### src/hdl/ssto_pkg.sv
// Package for the speed smoother with loss timeout and odometer.
// Holds register indexes, field widths, reset values and the rounding helper.
// Has no dependencies of its own.
package ssto_pkg;

   localparam int unsigned SpeedWidth  = 16;
   localparam int unsigned SmoothWidth = 24;
   localparam int unsigned WeightWidth = 9;
   localparam int unsigned DistWidth   = 48;
   localparam int unsigned CsrIdxWidth = 2;
   localparam int unsigned CsrDataWidth = 16;

   localparam logic [WeightWidth-1:0] WeightOne       = 9'd256;
   localparam logic [WeightWidth-1:0] WeightReset     = 9'd77;
   localparam logic [SpeedWidth-1:0]  MinSpeedReset   = 16'd64;
   localparam logic [SpeedWidth-1:0]  LossTicksReset  = 16'd50;
   localparam logic [DistWidth-1:0]   DistMax         = {DistWidth{1'b1}};

   typedef enum logic [CsrIdxWidth-1:0] {
      CSR_SMOOTHING_WEIGHT = 2'd0,
      CSR_MINIMUM_SPEED    = 2'd1,
      CSR_LOSS_TICKS       = 2'd2
   } csr_index_type;

   // Rounds a Q16.8 speed half up to whole 1/64 km/h units, saturating at 16 bits.
   function automatic logic [SpeedWidth-1:0] round_speed(input logic [SmoothWidth-1:0] q8);
      logic [SmoothWidth:0] sum;
      logic [SmoothWidth-8:0] whole;
      sum   = {1'b0, q8} + 25'd128;
      whole = sum[SmoothWidth:8];
      if (whole[SmoothWidth-8]) begin
         round_speed = {SpeedWidth{1'b1}};
      end else begin
         round_speed = whole[SpeedWidth-1:0];
      end
   endfunction

endpackage

### src/hdl/speed_smoother_timeout_odometer.sv
// Speed smoother with loss timeout and odometer, top level.
// Items go from the input register to the result register, which feeds the rsp_ channel.
// Throughput: one item per cycle unless rsp_ready stalls, set by the single update pass
// from the input register through the smoothing multipliers to the result register.
// Reset (synchronous, active high) restores the register defaults, clears the speed
// and distance, and loads the silence counter with the default loss limit.
// Depends on ssto_pkg.
module speed_smoother_timeout_odometer (
   input  logic                                 clock,
   input  logic                                 reset,
   // Configuration write channel.
   input  logic                                 csr_valid,
   output logic                                 csr_ready,
   input  logic [ssto_pkg::CsrIdxWidth-1:0]     csr_index,
   input  logic [ssto_pkg::CsrDataWidth-1:0]    csr_wdata,
   // Input item channel, one item per 100 ms tick.
   input  logic                                 req_valid,
   output logic                                 req_ready,
   input  logic                                 req_fix_arrived,
   input  logic                                 req_fix_valid,
   input  logic [ssto_pkg::SpeedWidth-1:0]      req_fix_speed,
   // Result channel, one result per item.
   output logic                                 rsp_valid,
   input  logic                                 rsp_ready,
   output logic                                 rsp_speed_report,
   output logic [ssto_pkg::SpeedWidth-1:0]      rsp_reported_speed,
   output logic                                 rsp_reported_valid,
   output logic [ssto_pkg::DistWidth-1:0]       rsp_distance_sum
);

   // Configuration registers.
   logic [ssto_pkg::WeightWidth-1:0] weight_ff;
   logic [ssto_pkg::SpeedWidth-1:0]  min_speed_ff;
   logic [ssto_pkg::SpeedWidth-1:0]  loss_ticks_ff;

   // Filter state.
   logic [ssto_pkg::SmoothWidth-1:0] smooth_ff, smooth_in;
   logic [ssto_pkg::SpeedWidth-1:0]  silence_ff, silence_in;
   logic [ssto_pkg::DistWidth-1:0]   dist_ff, dist_in;

   // Input register stage.
   logic                            in_valid_ff;
   logic                            in_arrived_ff;
   logic                            in_fix_valid_ff;
   logic [ssto_pkg::SpeedWidth-1:0] in_speed_ff;

   // Result register stage.
   logic                            out_valid_ff;
   logic                            out_report_ff, out_report_in;
   logic [ssto_pkg::SpeedWidth-1:0] out_speed_ff, out_speed_in;
   logic                            out_rvalid_ff, out_rvalid_in;

   logic advance;
   logic accept;

   // The input register moves its item into the result register whenever the
   // result register is empty or is being emptied in this cycle. The input side
   // is ready whenever the input register is empty or is moving on, so an item
   // can be taken every cycle as long as each finished result is taken at once.
   assign advance   = in_valid_ff && (!out_valid_ff || rsp_ready);
   assign req_ready = !in_valid_ff || advance;
   assign accept    = req_valid && req_ready;
   assign csr_ready = 1'b1;

   // Update datapath.
   logic [ssto_pkg::WeightWidth-1:0] alpha;
   logic [ssto_pkg::WeightWidth-1:0] alpha_rest;
   logic [32:0]                      old_term;
   logic [32:0]                      new_term;
   logic [33:0]                      ema_sum;
   logic [ssto_pkg::SmoothWidth-1:0] ema_q8;
   logic [ssto_pkg::SmoothWidth-1:0] floor_q8;
   logic [ssto_pkg::SmoothWidth-1:0] speed_fix;
   logic [ssto_pkg::SpeedWidth-1:0]  silence_fix;
   logic [ssto_pkg::SpeedWidth-1:0]  silence_next;
   logic                            counting;
   logic                            lost;
   logic [ssto_pkg::SpeedWidth-1:0]  fix_report_speed;
   logic [ssto_pkg::SpeedWidth-1:0]  dist_add;
   logic [ssto_pkg::DistWidth:0]     dist_sum;

   always_comb begin
      // A weight above one is treated as exactly one.
      alpha      = (weight_ff > ssto_pkg::WeightOne) ? ssto_pkg::WeightOne : weight_ff;
      alpha_rest = ssto_pkg::WeightOne - alpha;
      old_term   = 33'(smooth_ff) * 33'(alpha_rest);
      new_term   = 33'({in_speed_ff, 8'h00}) * 33'(alpha);
      ema_sum    = 34'(old_term) + 34'(new_term) + 34'd128;
      ema_q8     = ema_sum[31:8];
      floor_q8   = {min_speed_ff, 8'h00};

      // Stage one: the effect of an arriving fix.
      speed_fix   = smooth_ff;
      silence_fix = silence_ff;
      if (in_arrived_ff) begin
         silence_fix = '0;
         if (in_fix_valid_ff && (ema_q8 >= floor_q8)) begin
            speed_fix = ema_q8;
         end else begin
            speed_fix = '0;
         end
      end
      fix_report_speed = ssto_pkg::round_speed(speed_fix);

      // Stage two: the silence counter. It only runs below the limit, so the
      // increment reaches the limit exactly when loss is declared.
      counting     = silence_fix < loss_ticks_ff;
      silence_next = silence_fix + 16'd1;
      lost         = counting && (silence_next == loss_ticks_ff);
      silence_in   = counting ? silence_next : silence_fix;
      smooth_in    = lost ? '0 : speed_fix;

      // The loss report takes precedence over a fix report in the same tick.
      if (lost) begin
         out_report_in = 1'b1;
         out_speed_in  = '0;
         out_rvalid_in = 1'b0;
      end else if (in_arrived_ff) begin
         out_report_in = 1'b1;
         out_speed_in  = fix_report_speed;
         out_rvalid_in = in_fix_valid_ff;
      end else begin
         out_report_in = 1'b0;
         out_speed_in  = '0;
         out_rvalid_in = 1'b0;
      end

      // Odometer: add the rounded speed while moving above the floor,
      // saturating at the top of the sum.
      dist_add = ssto_pkg::round_speed(smooth_in);
      dist_sum = {1'b0, dist_ff} + 49'(dist_add);
      dist_in  = dist_ff;
      if (smooth_in > floor_q8) begin
         dist_in = dist_sum[ssto_pkg::DistWidth] ? ssto_pkg::DistMax
                                                 : dist_sum[ssto_pkg::DistWidth-1:0];
      end
   end

   // Control state, configuration and filter state.
   always_ff @(posedge clock) begin
      if (reset) begin
         weight_ff     <= ssto_pkg::WeightReset;
         min_speed_ff  <= ssto_pkg::MinSpeedReset;
         loss_ticks_ff <= ssto_pkg::LossTicksReset;
         smooth_ff     <= '0;
         silence_ff    <= ssto_pkg::LossTicksReset;
         dist_ff       <= '0;
         in_valid_ff   <= 1'b0;
         out_valid_ff  <= 1'b0;
      end else begin
         if (csr_valid && csr_ready) begin
            case (csr_index)
               ssto_pkg::CSR_SMOOTHING_WEIGHT: begin
                  weight_ff <= csr_wdata[ssto_pkg::WeightWidth-1:0];
               end
               ssto_pkg::CSR_MINIMUM_SPEED: begin
                  min_speed_ff <= csr_wdata;
               end
               ssto_pkg::CSR_LOSS_TICKS: begin
                  loss_ticks_ff <= csr_wdata;
               end
               default: begin
               end
            endcase
         end
         if (advance) begin
            smooth_ff  <= smooth_in;
            silence_ff <= silence_in;
            dist_ff    <= dist_in;
         end
         if (accept) begin
            in_valid_ff <= 1'b1;
         end else if (advance) begin
            in_valid_ff <= 1'b0;
         end
         if (advance) begin
            out_valid_ff <= 1'b1;
         end else if (rsp_ready) begin
            out_valid_ff <= 1'b0;
         end
      end
   end

   // Payload registers.
   always_ff @(posedge clock) begin
      if (accept) begin
         in_arrived_ff   <= req_fix_arrived;
         in_fix_valid_ff <= req_fix_valid;
         in_speed_ff     <= req_fix_speed;
      end
      if (advance) begin
         out_report_ff <= out_report_in;
         out_speed_ff  <= out_speed_in;
         out_rvalid_ff <= out_rvalid_in;
      end
   end

   assign rsp_valid          = out_valid_ff;
   assign rsp_speed_report   = out_report_ff;
   assign rsp_reported_speed = out_speed_ff;
   assign rsp_reported_valid = out_rvalid_ff;
   // The distance register only changes as an item moves into the result
   // register, so it always matches the result being shown.
   assign rsp_distance_sum   = dist_ff;

endmodule

### config.mk
export PLATFORM = sky130hd
export DESIGN_NAME = speed_smoother_timeout_odometer
export DESIGN_NICKNAME = d
export VERILOG_FILES = /design/src/hdl/ssto_pkg.sv /design/src/hdl/speed_smoother_timeout_odometer.sv
export SDC_FILE = /design/constraint.sdc
export NUM_CORES = 1
export LEC_CHECK = 0
export BUFFER_PORTS_ARGS = -buffer_cell sky130_fd_sc_hd__buf_4
export CAP_MARGIN = 20
export CORE_ASPECT_RATIO = 1.4
export CORE_UTILIZATION = 55
export DETAILED_ROUTE_END_ITERATION = 7
export PLACE_DENSITY = 0.88
export SYNTH_ARGS = -nofsm -noshare
export SYNTH_HDL_FRONTEND = slang
export SYNTH_SLANG_ARGS = --single-unit
export TNS_END_PERCENT = 5
### constraint.sdc
create_clock -name clock -period 12.8 [get_ports clock]
set_input_delay 2.56 -clock clock [delete_from_list [all_inputs] [get_ports clock]]
set_output_delay 2.56 -clock clock [all_outputs]
set_load 0.005 [all_outputs]
# After elaboration in Yosys (flattened, before gate mapping)
# Index checks and enable logic that the tools add are counted.
# Widths: inputs -> output; s select.
dict set report totals {
  elab_cells 61
  out_inout_bits 69
  regBits 167
}
dict set report op_classes {
  mux 14
  n_reduce_logical 16
  n_addsub 7
  n_mul 2
  n_lt_le_gt_ge 4
  n_eq_ne 3
  bitwise 1
}
# operator count
set op_table {}
lappend op_table {{$mux 24} 3}
lappend op_table {{$mux 16} 4}
lappend op_table {{$add 24x8->25 const B} 2}
lappend op_table {{$add 48x16->49} 1}
lappend op_table {{$mux 48} 1}
lappend op_table {{$add 32x32->32} 1}
lappend op_table {{$add 32x8->32 const B} 1}
lappend op_table {{$mul 24x9->32} 1}
lappend op_table {{$ge 24x24->1} 1}
lappend op_table {{$gt 24x24->1} 1}
lappend op_table {{$mul 16x9->24} 1}
lappend op_table {{$add 16x1->16 const B} 1}
lappend op_table {{$eq 16x16->1} 1}
lappend op_table {{$lt 16x16->1} 1}
lappend op_table {{$gt 9x9->1 const B} 1}
lappend op_table {{$mux 9} 1}
lappend op_table {{$sub 9x9->9 const A} 1}
lappend op_table {{$reduce_and 2->1} 4}
lappend op_table {{$mux 1} 5}
lappend op_table {{$logic_and 1x1->1} 4}
lappend op_table {{$reduce_bool 2->1} 2}
lappend op_table {{$eq 2x1->1 const B} 1}
lappend op_table {{$eq 2x2->1 const B} 1}
lappend op_table {{$logic_not 1->1} 2}
lappend op_table {{other kinds (4)} 5}

# Longest topological paths before layout
dict set report depth {
  depth_word 15
  depth_mapped 66
}

# Worst setup path after synthesis
# No wires, ideal clock.
dict set report synth_timing {
  kind {register to register}
  from {register weight_ff[8] in the netlist's numbering}
  to {register dist_ff, in the netlist rsp_distance_sum[21]}
  stages_incl_launch_ff 55
  setup_time_ns 0.134
  synth_period_minus_slack_ns 12.516
  t_arrival_ns 12.382
  path_slack_ns 0.284
  cell_sequence {dfxtp_1 -> buf_2 -> nor2b_1 -> clkbuf_1 -> buf_1 -> inv_1 -> ha_1 -> nand4bb_1 -> mux2_2 -> clkbuf_1 -> and2_1 -> fa_1 -> fa_1 -> fa_1 -> fa_1 -> inv_1 -> fa_1 -> inv_1 -> [19 not listed] -> or4_1 -> buf_2 -> buf_6 -> nand2_1 -> ha_1 -> nor2b_1 -> o21ai_0 -> a21boi_0 -> o21ai_0 -> a21o_1 -> a21oi_1 -> o31ai_1 -> nor3_1 -> nand2_1 -> clkbuf_1 -> o21ai_0 -> a21oi_1 -> a211oi_1}
}
dict set report synth_via {
  elab_chain_len 15
}
# item line
set synth_rtl {}
lappend synth_rtl {{from (decl)} speed_smoother_timeout_odometer.sv:32} ;# logic [ssto_pkg::WeightWidth-1:0] weight_ff;
lappend synth_rtl {{from (signal assigned)} speed_smoother_timeout_odometer.sv:142} ;# weight_ff <= ssto_pkg::WeightReset;
lappend synth_rtl {{from (signal assigned)} speed_smoother_timeout_odometer.sv:154} ;# weight_ff <= csr_wdata[ssto_pkg::WeightWidth-1:0];
lappend synth_rtl {{$gt 9x9->1} speed_smoother_timeout_odometer.sv:84} ;# alpha = (weight_ff > ssto_pkg::WeightOne) ? ssto_pkg::WeightOne : weight_ff;
lappend synth_rtl {{$mux 9 (*)} speed_smoother_timeout_odometer.sv:84}
lappend synth_rtl {{$sub 9x9->9} speed_smoother_timeout_odometer.sv:85} ;# alpha_rest = ssto_pkg::WeightOne - alpha;
lappend synth_rtl {{$mul 24x9->32} speed_smoother_timeout_odometer.sv:86} ;# old_term = 33'(smooth_ff) * 33'(alpha_rest);
lappend synth_rtl {{$add 32x32->32 (*)} speed_smoother_timeout_odometer.sv:88} ;# ema_sum = 34'(old_term) + 34'(new_term) + 34'd128;
lappend synth_rtl {{$add 32x8->32 (*)} speed_smoother_timeout_odometer.sv:88}
lappend synth_rtl {{$ge 24x24->1} speed_smoother_timeout_odometer.sv:97} ;# if (in_fix_valid_ff && (ema_q8 >= floor_q8)) begin
lappend synth_rtl {{$logic_and 1x1->1} speed_smoother_timeout_odometer.sv:97}
lappend synth_rtl {{$mux 24 (*)} speed_smoother_timeout_odometer.sv:97}
lappend synth_rtl {{$mux 24 (*)} speed_smoother_timeout_odometer.sv:95} ;# if (in_arrived_ff) begin
lappend synth_rtl {{$mux 24 (*)} speed_smoother_timeout_odometer.sv:111} ;# smooth_in = lost ? '0 : speed_fix;
lappend synth_rtl {{$add 24x8->25} ssto_pkg.sv:29} ;# sum = {1'b0, q8} + 25'd128;
lappend synth_rtl {{$mux 16} ssto_pkg.sv:31} ;# if (whole[SmoothWidth-8]) begin
lappend synth_rtl {{$add 48x16->49} speed_smoother_timeout_odometer.sv:131} ;# dist_sum = {1'b0, dist_ff} + 49'(dist_add);
lappend synth_rtl {{$mux 48} speed_smoother_timeout_odometer.sv:134} ;# dist_in = dist_sum[ssto_pkg::DistWidth] ? ssto_pkg::DistMax
lappend synth_rtl {{to (signal assigned)} speed_smoother_timeout_odometer.sv:169} ;# dist_ff <= dist_in;
lappend synth_rtl {{to (decl)} speed_smoother_timeout_odometer.sv:39} ;# logic [ssto_pkg::DistWidth-1:0] dist_ff, dist_in;
# Every way passes the cells marked *; elsewhere a longest branch is shown, timed or not.
# A chain may end at the register's enable or synchronous reset.

# Worst setup path in the final report
dict set report layout_timing {
  from {register weight_ff[8] in the netlist's numbering}
  to {register dist_ff, in the netlist rsp_distance_sum[29]}
}
# The elaborated chain is that of the path after synthesis.

==> results.json <==
{
  "r2r_end": "rsp_distance_sum[29]",
  "grt_max_degree": 75,
  "startpoint_type": "flop",
  "avgSynthCellArea_um2": 8.323,
  "hold-path-endpoint": "min_speed_ff[3]",
  "hold_path_class": "reg2reg",
  "grt_pass1_vias": 20920,
  "synthesis.nets": 3114,
  "hold_buffers": 0,
  "overflow": 0,
  "regToRegSetupSlack_ns": 0.05,
  "root_buffer": "clkbuf_16",
  "initial_core_util": 0.5577,
  "setup_viol_count_final": 0,
  "port_buffers": 108,
  "route.vias.total": 20670,
  "num_antenna_cells": 0,
  "skew_ns": 0.02329,
  "grt_use_total": 0.3329,
  "end_kind": "flop",
  "drive_above_1_share": 0.1877,
  "reg2reg_from": "weight_ff[8]",
  "rows": 86,
  "synth_flop_cell": "dfxtp_1",
  "ir_drop_mv": 0.2993,
  "hold_viol": 0,
  "relSlewSlack": 0.2046,
  "synth_top_area_cell": "fa_1",
  "gp_congestion": 1.016,
  "fin_crit_ns": 12.75,
  "die_y_um": 238.4,
  "hold_depth": 2,
  "synthTopCellsByArea": "fa_1, dfxtp_1, ha_1, inv_1, nand2_1",
  "grt_pass1_wl_um": 105800,
  "max_freq_mhz": 78.44,
  "power_mw": 7.880,
  "numCtsBuffers": 17,
  "cts_sinks": 167,
  "ys_seq_area_frac": 0.1686,
  "critPathMaxStageDelay_ns": 0.55,
  "vias_per_cell": 6.099,
  "clk_latency_ns": 0.48,
  "maxCapViolations": 0,
  "chipWidth_um": 170.9,
  "synth.top_cells.by_count": "inv_1, nand2_1, fa_1, and2_1, ha_1",
  "die-area_um2": 40750,
  "wl_per_cell_um": 20.80,
  "netlist_area_um2": 21960,
  "synth_cell_types": 92,
  "cp.depth": 65,
  "worstSetupPathType": "reg2reg",
  "finalCritPeriodShare": 0.9960,
  "drtIter0Drc": 1702,
  "rr_worst_depth": 65,
  "cp_top_family": "adder cells",
  "area_growth_pct": 19.63,
  "yosysTopAreaCellShare": 0.2516,
  "whs_ns": 0.4592,
  "fp.coreArea_um2": 39380,
  "cts_buffer_depth": 2,
  "crit_slowest_cell": "fa_1",
  "detail-route-antenna-nets": 0,
  "worst_pin_slew_ns": 1.188,
  "totalWireLength_um": 70480,
  "async_flop_share": 0,
  "p_per_area_nw_per_um2": 299.9,
  "synth_edf_count": 36,
  "min-delay-start": "min_speed_ff[3]",
  "cts_tree": "yes",
  "arrival_ns": 13.14,
  "critPathRequiredTime_ns": 13.19,
  "path_buf_inv": 19,
  "ys_seq_elements": 167,
  "firstDrtPassIters": 5,
  "ios": 110,
  "placed_area_um2": 24150,
  "total_leakage_power_nw": 12.18,
  "dpl.hpwl_um": 50300,
  "final_max_slew_viol_count": 0,
  "worstPathMaxFanout": 6,
  "finalSetupTns_ns": 0,
  "stdcell_area_um2": 26280,
  "drc": 0,
  "fin_nets": 3323,
  "crit_path_frequent_cell": "buf_4",
  "grt_antenna_before_repair": 0,
  "status": "completed",
  "clk_pin_slew_ns": 0.08,
  "htree_levels": 4,
  "ys.warnings.count": 0,
  "yosysMostFrequentCell": "inv_1",
  "syn_inst": 2639
}
-- layout by cell type (no fill, tap or decap), types with 54 or more instances in the layout --
cell type,instances
o21ai_0,55
nand2_1,358
buf_4,297
and2_1,200
dfxtp_1,130
ha_1,134
inv_1,362
a21oi_1,130
fa_1,271
xnor2_1,54
nor2_1,126
-- metrics by stage --
step / instances / setup slack, ns / util
3_3_place_gp: 3296 / -0.5153 / 0.6132
4_1_cts: 3344 / 0.008816 / 0.6335
5_1_grt: 3389 / -0.4162 / 0.6672
3_5_place_dp: 3296 / -0.8392 / 0.6132
6_report: 3389 / 0.05066 / 0.6672
2_1_floorplan: 2639 / 0.2836 / -
-- state kept, by name (all words and copies together), names as in the netlist, 9 cells and up --
| name | flops |
|---|---|
| weight_ff | 9 |
| loss_ticks_ff | 16 |
| silence_ff | 16 |
| rsp_reported_speed | 16 |
| rsp_distance_sum | 48 |
| smooth_ff | 24 |
| in_speed_ff | 16 |
| min_speed_ff | 16 |
-- metal layers --
metal  global-route usage  vias up  wire (um)
li1                     -     9026          -
met1               0.3607     9989      23780
met2               0.5796     1190      34800
met3              0.05888      466       5533
met4               0.2430        0       6365
met5                    0        -          0
-- final cells by class --
class                           count  area [um2]
Timing Repair Buffer              326        2680
Clock buffer                       22       516.7
Inverter                          376        1411
Fill cell                        2943       13110
Sequential cell                   167        3707
Clock inverter                     10       75.07
Multi-Input combinational cell   1960       17220
Tap cell                          528       660.6
-- worst max path at each step --
stage / end / startpoint
final: rsp_distance_sum[29] / weight_ff[8]
after global routing: rsp_distance_sum[29] / weight_ff[8]
after CTS: rsp_distance_sum[18] / weight_ff[8]
after detailed placement: rsp_distance_sum[18] / weight_ff[8]
after global placement: rsp_distance_sum[18] / weight_ff[8]
after floorplan: rsp_distance_sum[21] / weight_ff[8]
-- logic make-up (layout without fill, tap and decap cells) --
logic type | count (synthesis) | in the layout | share of synthesized area
simple gates | 970 | 970 | 0.2215
buf+inv | 513 | 734 | 0.08967
compound gates | 443 | 443 | 0.1328
fa+ha+maj | 434 | 434 | 0.3416
flops | 167 | 167 | 0.1686
xor+xnor | 98 | 98 | 0.03971
mux | 13 | 14 | 0.005982
other cells | 1 | 1 | 0.0001707
-- worst min-delay path, delay by kind of cell (launching register included) --
family	cells	cell delay [ns]
AOI/OAI and AO/OA	1	0.05
and+or+nand+nor	1	0.05
DFF	1	0.31
-- repair_timing --
| item | in CTS | in global routing |
|---|---|---|
| pin swaps | 9 | 118 |
| buffers inserted | 16 | 42 |
| endpoints found under the setup margin | 48 | 48 |
| gates resized for setup | 20 | 200 |
| gates cloned | 0 | 2 |
-- where the power goes --
group / switching, mW / total [mW] / internal, mW / leakage (nW)
clock: 0.247 / 0.537 / 0.290 / 0.296
sequential: 0.103 / 0.699 / 0.596 / 1.41
combinational: 3.81 / 6.64 / 2.83 / 10.5
No activity file was read; power rests on OpenSTA's default activity.
